<file path="src/rtl/chkc_pkg.sv">
// ----------------------------------------------------------------------------
// chkc_pkg
// Types and constants shared by the chained hash key counter modules.
// ----------------------------------------------------------------------------
package chkc_pkg;

   localparam int KEY_W      = 37;
   localparam int COUNT_W    = 16;
   localparam int SIZE_W     = 11;
   localparam int DIV_W      = 17;
   localparam int DIGIT_BITS = 4;
   localparam int OP_W       = 40;
   localparam int STEP_W     = 4;

   // 100000 = 3125 << 5; (key >> 5) / 3125 as (x * (2^32 + RECIP_LO)) >> 44
   localparam int LOW_BITS    = 5;
   localparam int ODD_W       = 12;
   localparam int QUOT_W      = 21;
   localparam int RECIP_SHIFT = 44;

   localparam logic [DIV_W-1:0]   HASH_MOD         = 17'd100000;
   localparam logic [31:0]        HASH_ODD         = 32'd3125;
   localparam logic [31:0]        RECIP_LO         = 32'd1334532239;
   localparam logic [STEP_W-1:0]  BKT_STEPS        = 4'd5;
   localparam logic [SIZE_W-1:0]  TABLE_SIZE_RESET = 11'd11;
   localparam logic [COUNT_W-1:0] COUNT_MAX        = 16'hFFFF;

   typedef enum logic [2:0] {
      ST_CLEAR,
      ST_IDLE,
      ST_HASH_KEY,
      ST_HASH_BKT,
      ST_HEAD,
      ST_NODE,
      ST_ALLOC,
      ST_EMIT
   } state_type;

   typedef struct packed {
      logic clear;
      logic accept;
      logic hash_bkt;
      logic head_rd;
      logic node_from_head;
      logic node_from_next;
      logic hit_update;
      logic alloc;
      logic emit;
   } cmd_type;

   typedef struct packed {
      logic clr_last;
      logic key_done;
      logic hash_done;
      logic head_zero;
      logic hit;
      logic next_zero;
      logic out_free;
   } status_type;

endpackage

</file>
<file path="src/rtl/chkc_controller.sv">
// ----------------------------------------------------------------------------
// chkc_controller
// Sequencer: head clear pass, hashing, chain walk, update and result hand-off.
// ----------------------------------------------------------------------------
module chkc_controller (
   input  logic                 clock,
   input  logic                 reset,
   input  logic                 req_valid,
   output logic                 req_stall,
   input  chkc_pkg::status_type status,
   output chkc_pkg::cmd_type    cmd
);
   import chkc_pkg::*;

   state_type state_ff, state_in;

   always_ff @(posedge clock) begin
      if (reset) begin
         state_ff <= ST_CLEAR;
      end else begin
         state_ff <= state_in;
      end
   end

   always_comb begin
      state_in = state_ff;
      case (state_ff)
         ST_CLEAR: begin
            if (status.clr_last) state_in = ST_IDLE;
         end
         ST_IDLE: begin
            if (req_valid) state_in = ST_HASH_KEY;
         end
         ST_HASH_KEY: begin
            if (status.key_done) state_in = ST_HASH_BKT;
         end
         ST_HASH_BKT: begin
            if (status.hash_done) state_in = ST_HEAD;
         end
         ST_HEAD: begin
            state_in = status.head_zero ? ST_ALLOC : ST_NODE;
         end
         ST_NODE: begin
            if (status.hit) begin
               state_in = ST_EMIT;
            end else if (status.next_zero) begin
               state_in = ST_ALLOC;
            end
         end
         ST_ALLOC: begin
            state_in = ST_EMIT;
         end
         ST_EMIT: begin
            if (status.out_free) state_in = ST_IDLE;
         end
         default: begin
            state_in = ST_CLEAR;
         end
      endcase
   end

   always_comb begin
      cmd       = '0;
      req_stall = 1'b1;
      case (state_ff)
         ST_CLEAR: begin
            cmd.clear = 1'b1;
         end
         ST_IDLE: begin
            req_stall  = 1'b0;
            cmd.accept = req_valid;
         end
         ST_HASH_KEY: begin
            cmd.hash_bkt = status.key_done;
         end
         ST_HASH_BKT: begin
            cmd.head_rd = status.hash_done;
         end
         ST_HEAD: begin
            cmd.node_from_head = ~status.head_zero;
         end
         ST_NODE: begin
            cmd.hit_update     = status.hit;
            cmd.node_from_next = ~status.hit & ~status.next_zero;
         end
         ST_ALLOC: begin
            cmd.alloc = 1'b1;
         end
         ST_EMIT: begin
            cmd.emit = status.out_free;
         end
         default: begin
            cmd = '0;
         end
      endcase
   end

`ifndef SYNTHESIS
   a_one_update: assert property (@(posedge clock) disable iff (reset)
      $onehot0({cmd.hit_update, cmd.alloc, cmd.node_from_next, cmd.clear}))
      else $error("conflicting pool commands");

   a_accept_starts: assert property (@(posedge clock) disable iff (reset)
      cmd.accept |=> state_ff == ST_HASH_KEY && !cmd.accept)
      else $error("item accepted without starting the hash");

   a_emit_once: assert property (@(posedge clock) disable iff (reset)
      cmd.emit |=> !cmd.emit && state_ff == ST_IDLE)
      else $error("result handed off twice");
`endif

endmodule

</file>
<file path="config.mk">
export PLATFORM = sky130hd
export DESIGN_NAME = chkc_controller
export DESIGN_NICKNAME = d
export VERILOG_FILES = /design/src/rtl/chkc_pkg.sv /design/src/rtl/chkc_controller.sv
export SDC_FILE = /design/constraint.sdc
export NUM_CORES = 1
export LEC_CHECK = 0
export BUFFER_PORTS_ARGS = -buffer_cell sky130_fd_sc_hd__buf_2
export CORE_AREA = 2 2 39 41
export DETAILED_ROUTE_END_ITERATION = 10
export DIE_AREA = 0 0 41 43
export PLACE_DENSITY_LB_ADDON = 0.12
export SLEW_MARGIN = 10
export SYNTH_ARGS = -nofsm -noshare
export SYNTH_HDL_FRONTEND = slang
export SYNTH_SLANG_ARGS = --single-unit
</file>
<file path="constraint.sdc">
create_clock -name clock -period 1.4 [get_ports clock]
set_input_delay 0.07 -clock clock [delete_from_list [all_inputs] [get_ports clock]]
set_output_delay 0.07 -clock clock [all_outputs]
set_load 0.01 [all_outputs]
</file>
# Yosys cells after proc, flatten, opt, wreduce, memory -nomap -nowiden
# Index checks and enable logic that the tools add are counted.
dict set report word_totals {
  wordCells 38
  inputBits 10
  out_inout_bits 10
  regBits 3
}
dict set report classes {
  n_eq_ne 13
  bitwise 4
  n_mux 18
  n_reduce_logical 2
}
# cell n
set ops {}
lappend ops {{$pmux 3 s8} 1}
lappend ops {{$mux 3} 7}
lappend ops {{$eq 3x3->1 const B} 4}
lappend ops {{$ne 2x2->1 const B} 5}
lappend ops {{$mux 1} 8}
lappend ops {{$eq 3x2->1 const B} 2}
lappend ops {{$reduce_and 6->1} 1}
lappend ops {{$mux 2} 2}
lappend ops {{$eq 3x1->1 const B} 1}
lappend ops {{$logic_not 3->1} 1}
lappend ops {{$ne 3x3->1 const B} 1}
lappend ops {{$not 1->1} 3}
lappend ops {{$and 1x1->1} 1}

# Depth between registers and ports, before layout
# Gate-level depths: netlist (run 1).
dict set report logic_depth {
  word_depth 3
  ltp_mapped 5
  depth_no_buf 4
}

# Worst setup path after synthesis (run 1)
# OpenSTA, ideal clock, no wires.
dict set report synth_timing {
  kind {register -> output}
  from {register state_ff[1]}
  to {output cmd[3] (netlist bit)}
  arrival_time_ps 1033
  path_stages_with_launch 6
  path_slack_ps 297
  required_ps 1330
  path_buffers 2
  cell_sequence {dfxtp_1 -> buf_6 -> buf_2 -> nor2_1 -> nand2_1 -> nor3_1}
}
# element line
set synth_lines {}
lappend synth_lines {{start: declaration} chkc_controller.sv:15} ;# state_type state_ff, state_in;
lappend synth_lines {{start signal: assignment} chkc_controller.sv:21} ;# state_ff <= state_in;
lappend synth_lines {{end: declaration} chkc_controller.sv:11} ;# output chkc_pkg::cmd_type cmd

==> run metrics, run 1 <==
status complete, no violations; WP data arrival 1.19 ns; pwr/cell area 1080 nW/um2; Clock Root Buffer clkbuf_4; number of setup violations in the final report 0; peak supply drop 0.000232 V; met1 WL 348 um; Post-Synth XOR/XNOR Area 0%; DRT iter0 DRCs 3; max-cap violations 0; Yosys top cell by area dfxtp_1; Seq/Total Area, Yosys 19.4%; crit-path max FO 9; routability cong. 0.715; initial core utilization 22.3%; critical path endpoint category output port; RSZ-0062 raised after global routing false; drt via density 4.67; largest registers state_ff: 3 flops; Tightest Pin Transition 0.253 ns; Layout area overhead 46.6%; Sink Count 3; Port Buffer Count 19; global-route wire length before repair 1.24 mm; hpwl dp 632 um; Max Freq 796 MHz; min Tclk post-route 1.26 ns; minimum hold slack 0.0319 ns; family with the most delay on the worst path flip-flops; largest net degree at the start of global routing 11; met3 WL 44 um; TNS Setup 0 ns; Post-CTS Setup Bufs 0; CP Class flop to output port; Post-Syn Area 309 um2; Die W 41 um; synth warn 0; Post-CTS Resized 2; main combinational cell family by area after synthesis simple AND/OR/NAND/NOR gates; #FFs+latches synth 3; Rows 14; Mapped Avg Cell Area 7.36 um2; ordered cell list for the critical path buf_4 > nor2_4 > nand2_1 > nor3_2 > buf_2; Final period util 89.7%; DIE HEIGHT 43 um; initial antenna violation count 0; H-tree levels 1; skew final 0.00188 ns; Synth async-reset ratio 0%; Post-Synth Simple-Gate Area 42.1%; number of clock buffers inserted by TritonCTS 3; Final Hold Viols 0; Core Box Area 1380 um2; worst relative slew slack 83.1%; DIE AREA 1760 um2; Hold Crit Class primary input to flop; ys flop type dfxtp_1; worst skew pair latency 0.23 ns; n_diodes 0; CP peak stage delay 0.36 ns; Post-synth EDFFs 0; ANT nets after route 0; Compound-Gate Fraction of Synth Area 19.8%; Largest Register state_ff; WL final 792 um; top sig layer met3; Buf+Inv Stages, Crit Path 2; Worst Path Required 1.33 ns; Crit-path slowest cell dfxtp_4; Slew Viols, Final 0; startpoint types flop; mux share of post-synthesis cell area 6.48%; leakage 0.000221 uW; routed len/inst 10.2 um; vias in the first global route 313; syn_nets 52; number of flip-flops in the largest register 3; top cell type's share of synthesized area 19.4%; routed wl met2 398 um; top cells by area, synth dfxtp_1 19%, mux2i_1 6.5%, and4_1 5.7%; Post-Synth Adder-Cell Area 0%; global route overflow 0; fin nets 73; Synth cell types 24; Synth Instances 42; I/O pin total 20; CTS tree built; layout cell share with drive strength beyond 1 51.6%; clk slew on worst S/H paths 0.04 ns; maximum buffer depth of the clock tree 2; Layout fillers 160; number of vias in the routed layout 364; Overall Global Routing Usage 10.4%; TritonRoute pass-1 iters 2; DR DRC count 0; cts hold-fix bufs 0
## placed cells by master (no fill, tap or decap), drive strengths merged
cell type,synthesis,routed
nor2,4,4
a211o,1,1
dfxtp,3,3
o22ai,1,1
nand3,3,3
nor4,1,1
nor3,3,3
clkbuf,0,4
and4,2,2
and3,2,2
a21oi,1,1
o2111ai,1,1
nor2b,2,2
inv,3,3
a31oi,2,2
o211ai,1,1
a211oi,1,1
buf,4,20
nand2,3,3
nand2b,2,2
mux2i,2,2
## layout make-up
cell class / instances / area, um2 / area share, %
Tap cell: 16 / 20.0 / 4.42
Clock buffer: 4 / 26.3 / 5.80
Multi-Input combinational cell: 32 / 224 / 49.4
Inverter: 3 / 11.3 / 2.49
Sequential cell: 3 / 68.8 / 15.2
Timing Repair Buffer: 20 / 103 / 22.7
## logic make-up after synthesis
logic type,Yosys count
and+or+nand+nor,22
AOI/OAI and AO/OA,8
muxes,2
DFF,3
buffers and inverters,7
## metrics by stage
stage                     area, um2  std cells  power [uW]  utilization, %  setup slack, ns
final                           453         78         489            32.7            0.144
after global routing            453         78         542            32.7          0.00640
after CTS                       434         78         488            31.4           0.0150
after detailed placement        405         74         327            29.3            0.129
after global placement          405         74         330            29.3           0.0953
after floorplan                 309         42         276               -            0.297
## Yosys cell counts (2+ instances only)
master    n
buf_2     3
nand3_1   2
dfxtp_1   3
inv_1     2
nor3_1    3
a31oi_1   2
mux2i_1   2
nand2_1   3
nand2b_1  2
nor2_1    4
and4_1    2
and3_1    2
## power breakdown
part / switching (uW) / leakage [uW] / internal (uW) / total [uW]
combinational: 101 / 0.000179 / 96.5 / 198
clock: 42.8 / 0.0000150 / 107 / 149
sequential: 35.4 / 0.0000264 / 107 / 142
total: 179 / 0.000221 / 310 / 489
## routing by layer
layer	global-route usage, %	vias up
li1	-	193
met1	13.1	162
met2	15.0	9
met3	1.57	0
met4	8.00	0
met5	0	-
## final timing paths
check               from     endpoint  slack, ns  cells after the start
min                reset  state_ff[2]       0.03                      2
max reg2reg  state_ff[1]  state_ff[1]       0.33                      4
min reg2reg  state_ff[1]  state_ff[1]       0.53                      2
max          state_ff[1]       cmd[3]       0.14                      5
Note: power is estimated with default switching activity, not from simulation.
==> inputs of run 2 (changes only) <==
--- a/config.mk
+++ b/config.mk
@@ -5,10 +5,11 @@
 export SDC_FILE = /design/constraint.sdc
 export NUM_CORES = 1
 export LEC_CHECK = 0
+export ABC_AREA = 1
 export BUFFER_PORTS_ARGS = -buffer_cell sky130_fd_sc_hd__buf_2
-export CORE_AREA = 2 2 39 41
+export CORE_AREA = 10 10 47 49
 export DETAILED_ROUTE_END_ITERATION = 10
-export DIE_AREA = 0 0 41 43
+export DIE_AREA = 0 0 57 59
 export PLACE_DENSITY_LB_ADDON = 0.12
 export SLEW_MARGIN = 10
 export SYNTH_ARGS = -nofsm -noshare
==> run 2 against run 1 <==
Clock power up 5%. Synthesized area grew 54%. Via count rose by 30%. Sequential power up 32%. Hold slack improved by 0.072 ns. Cell count is 35% higher. Worst setup slack worse by 0.015 ns. First-iteration DRC count shrank 100%. Die area is 91% higher. Critical path type unchanged. Highest routed layer is now met4.
==> run metrics, run 2 <==
min Tclk post-route 1.27 ns (was 1.26 ns); peak supply drop 0.000735 V (was 0.000232 V); top cells by area, synth dfxtp_1 13%, nand3_2 8.4%, inv_1 7.9% (was dfxtp_1 19%, mux2i_1 6.5%, and4_1 5.7%); status complete, no violations (unchanged); startpoint types flop (unchanged); DIE AREA 3360 um2 (was 1760 um2); CTS tree built (unchanged); Seq/Total Area, Yosys 12.6% (was 19.4%); Port Buffer Count 19 (unchanged); skew final 0.00582 ns (was 0.00188 ns); RSZ-0062 raised after global routing false (unchanged); Synth Instances 67 (was 42); worst skew pair latency 0.24 ns (was 0.23 ns); TritonRoute pass-1 iters 1 (was 2); Yosys top cell by area dfxtp_1 (unchanged); vias in the first global route 519 (was 313); number of flip-flops in the largest register 3 (unchanged); Post-synth EDFFs 0 (unchanged); cts hold-fix bufs 0 (unchanged); CP Class flop to output port (unchanged); max-cap violations 0 (unchanged); largest registers state_ff: 3 flops (unchanged); number of clock buffers inserted by TritonCTS 3 (unchanged); maximum buffer depth of the clock tree 2 (unchanged); Sink Count 3 (unchanged); DIE HEIGHT 59 um (was 43 um); Core Box Area 1400 um2 (was 1380 um2); Rows 14 (unchanged); leakage 0.000339 uW (was 0.000221 uW); clk slew on worst S/H paths 0.04 ns (about the same); TNS Setup 0 ns (unchanged); hpwl dp 1.06 mm (was 632 um); Hold Crit Class primary input to flop (unchanged); n_diodes 0 (unchanged); most frequent cell after synthesis inv_1 (was nor2_1); drt via density 4.50 (was 4.67); Final period util 90.8% (was 89.7%); Post-Syn Area 475 um2 (was 309 um2); Max Freq 786 MHz (was 796 MHz); crit-path max FO 5 (was 9); routed len/inst 11.8 um (was 10.2 um); dpl cells 101 (was 74); worst relative slew slack 81.3% (was 83.1%); H-tree levels 1 (unchanged); Synth async-reset ratio 0% (unchanged); initial core utilization 33.9% (was 22.3%); number of vias in the routed layout 473 (was 364); Worst Path Required 1.33 ns (about the same); global route overflow 0 (unchanged); Layout fillers 163 (was 160); largest net degree at the start of global routing 11 (unchanged); layout cell share with drive strength beyond 1 56.2% (was 51.6%); WP data arrival 1.20 ns (was 1.19 ns); Overall Global Routing Usage 7.84% (was 10.4%); Largest Register state_ff (unchanged); DR DRC count 0 (unchanged); routability cong. 0.834 (was 0.715); pwr/cell area 1560 nW/um2 (was 1080 nW/um2); Layout area overhead 28.9% (was 46.6%); top cell type's share of synthesized area 12.6% (was 19.4%); Tightest Pin Transition 0.281 ns (was 0.253 ns); minimum hold slack 0.104 ns (was 0.0319 ns); most common library cell in the layout ignoring fill and taps buf_2 (unchanged); Total Power 954 uW (was 489 uW); Synth cell types 22 (was 24); synth warn 0 (unchanged); ANT nets after route 0 (unchanged); I/O pin total 20 (unchanged); ys flop type dfxtp_1 (unchanged); DRT iter0 DRCs 0 (was 3); critical path endpoint category output port (unchanged); area of the multi-input gates 310 um2 (was 224 um2); #FFs+latches synth 3 (unchanged); most frequent cells in the layout 19 x buf_2, 10 x inv_1, 6 x nand2_1, 6 x nor2_2 (was 19 x buf_2, 3 x nand2_1, 3 x nor2_1, 3 x clkbuf_4); register area 62.6 um2 (was 68.8 um2); Die W 57 um (was 41 um); Slew Viols, Final 0 (unchanged); number of setup violations in the final report 0 (unchanged); Mapped Avg Cell Area 7.10 um2 (was 7.36 um2); fin nets 100 (was 73); Final Hold Viols 0 (unchanged); global-route wire length before repair 2.14 mm (was 1.24 mm); WL final 1.24 mm (was 792 um); syn_nets 77 (was 52); Finished Layout Cells 105 (was 78); initial antenna violation count 0 (unchanged); commonest cells in the netlist 10 x inv_1, 6 x nand2_1, 6 x nor2_2 (was 4 x nor2_1, 3 x buf_2, 3 x dfxtp_1, 3 x nand2_1, 3 x nor3_1); Clock Root Buffer clkbuf_4 (unchanged)
run 2: final timing paths:
| check | from | endpoint | slack, ns | cells after the start |
|---|---|---|---|---|
| max reg2reg | state_ff[0] | state_ff[1] | 0.21 | 7 |
| min | reset | state_ff[1] | 0.10 | 4 |
| max | state_ff[2] | cmd[6] | 0.13 | 3 |
| min reg2reg | state_ff[2] | state_ff[2] | 0.58 | 2 |
run 2: cell type report:
type                    instances  share of cell area (%)
clock buffers                   4                    4.29
inverters                      15                    11.6
multi-input cells              46                    50.6
flip-flops and latches          3                    10.2
well taps                      16                    3.27
repair buffers                 21                    20.0
run 2: worst max-delay path, stage by stage (launching register included):
cell	delay, ns
dfxtp_2	0.36
buf_4	0.16
nor4_1	0.26
buf_2	0.18
run 2: cells by family after synthesis:
family	Yosys count	synth area share (%)
compound gates	5	6.05
buf+inv	18	22.1
flops	3	12.6
simple gates	41	59.2
run 2: layer usage:
metal	part of all wire (%)	wire, um	vias to the layer above	global-route usage, %
met2	47	582	18	13.5
met1	44	544	198	8.00
met5	0	0	-	0
met4	1.5	19	0	3.36
met3	7.3	90	2	3.65
li1	-	-	255	-
run 2: stage by stage:
step                      utilization [%]  setup WS, ns  cell area (um2)
final                                43.8         0.129              613
after global routing                 43.8        0.0480              613
after CTS                            43.7        0.0613              612
after detailed placement             41.7        0.0466              584
after global placement               41.7        0.0686              584
after floorplan                         -         0.344              475
run 2: repair_timing:
item / in CTS / in global routing
setup buffers: 0 / 0
pin swaps: 0 / 0
resized for setup: 1 / 1
setup endpoints to repair: 3 / 1
run 2: report_power, final:
part,total [uW],switching [uW],internal (uW)
Combinational,609,358,251
Clock,157,49.4,107
Sequential,188,69.4,118
Total,954,477,477
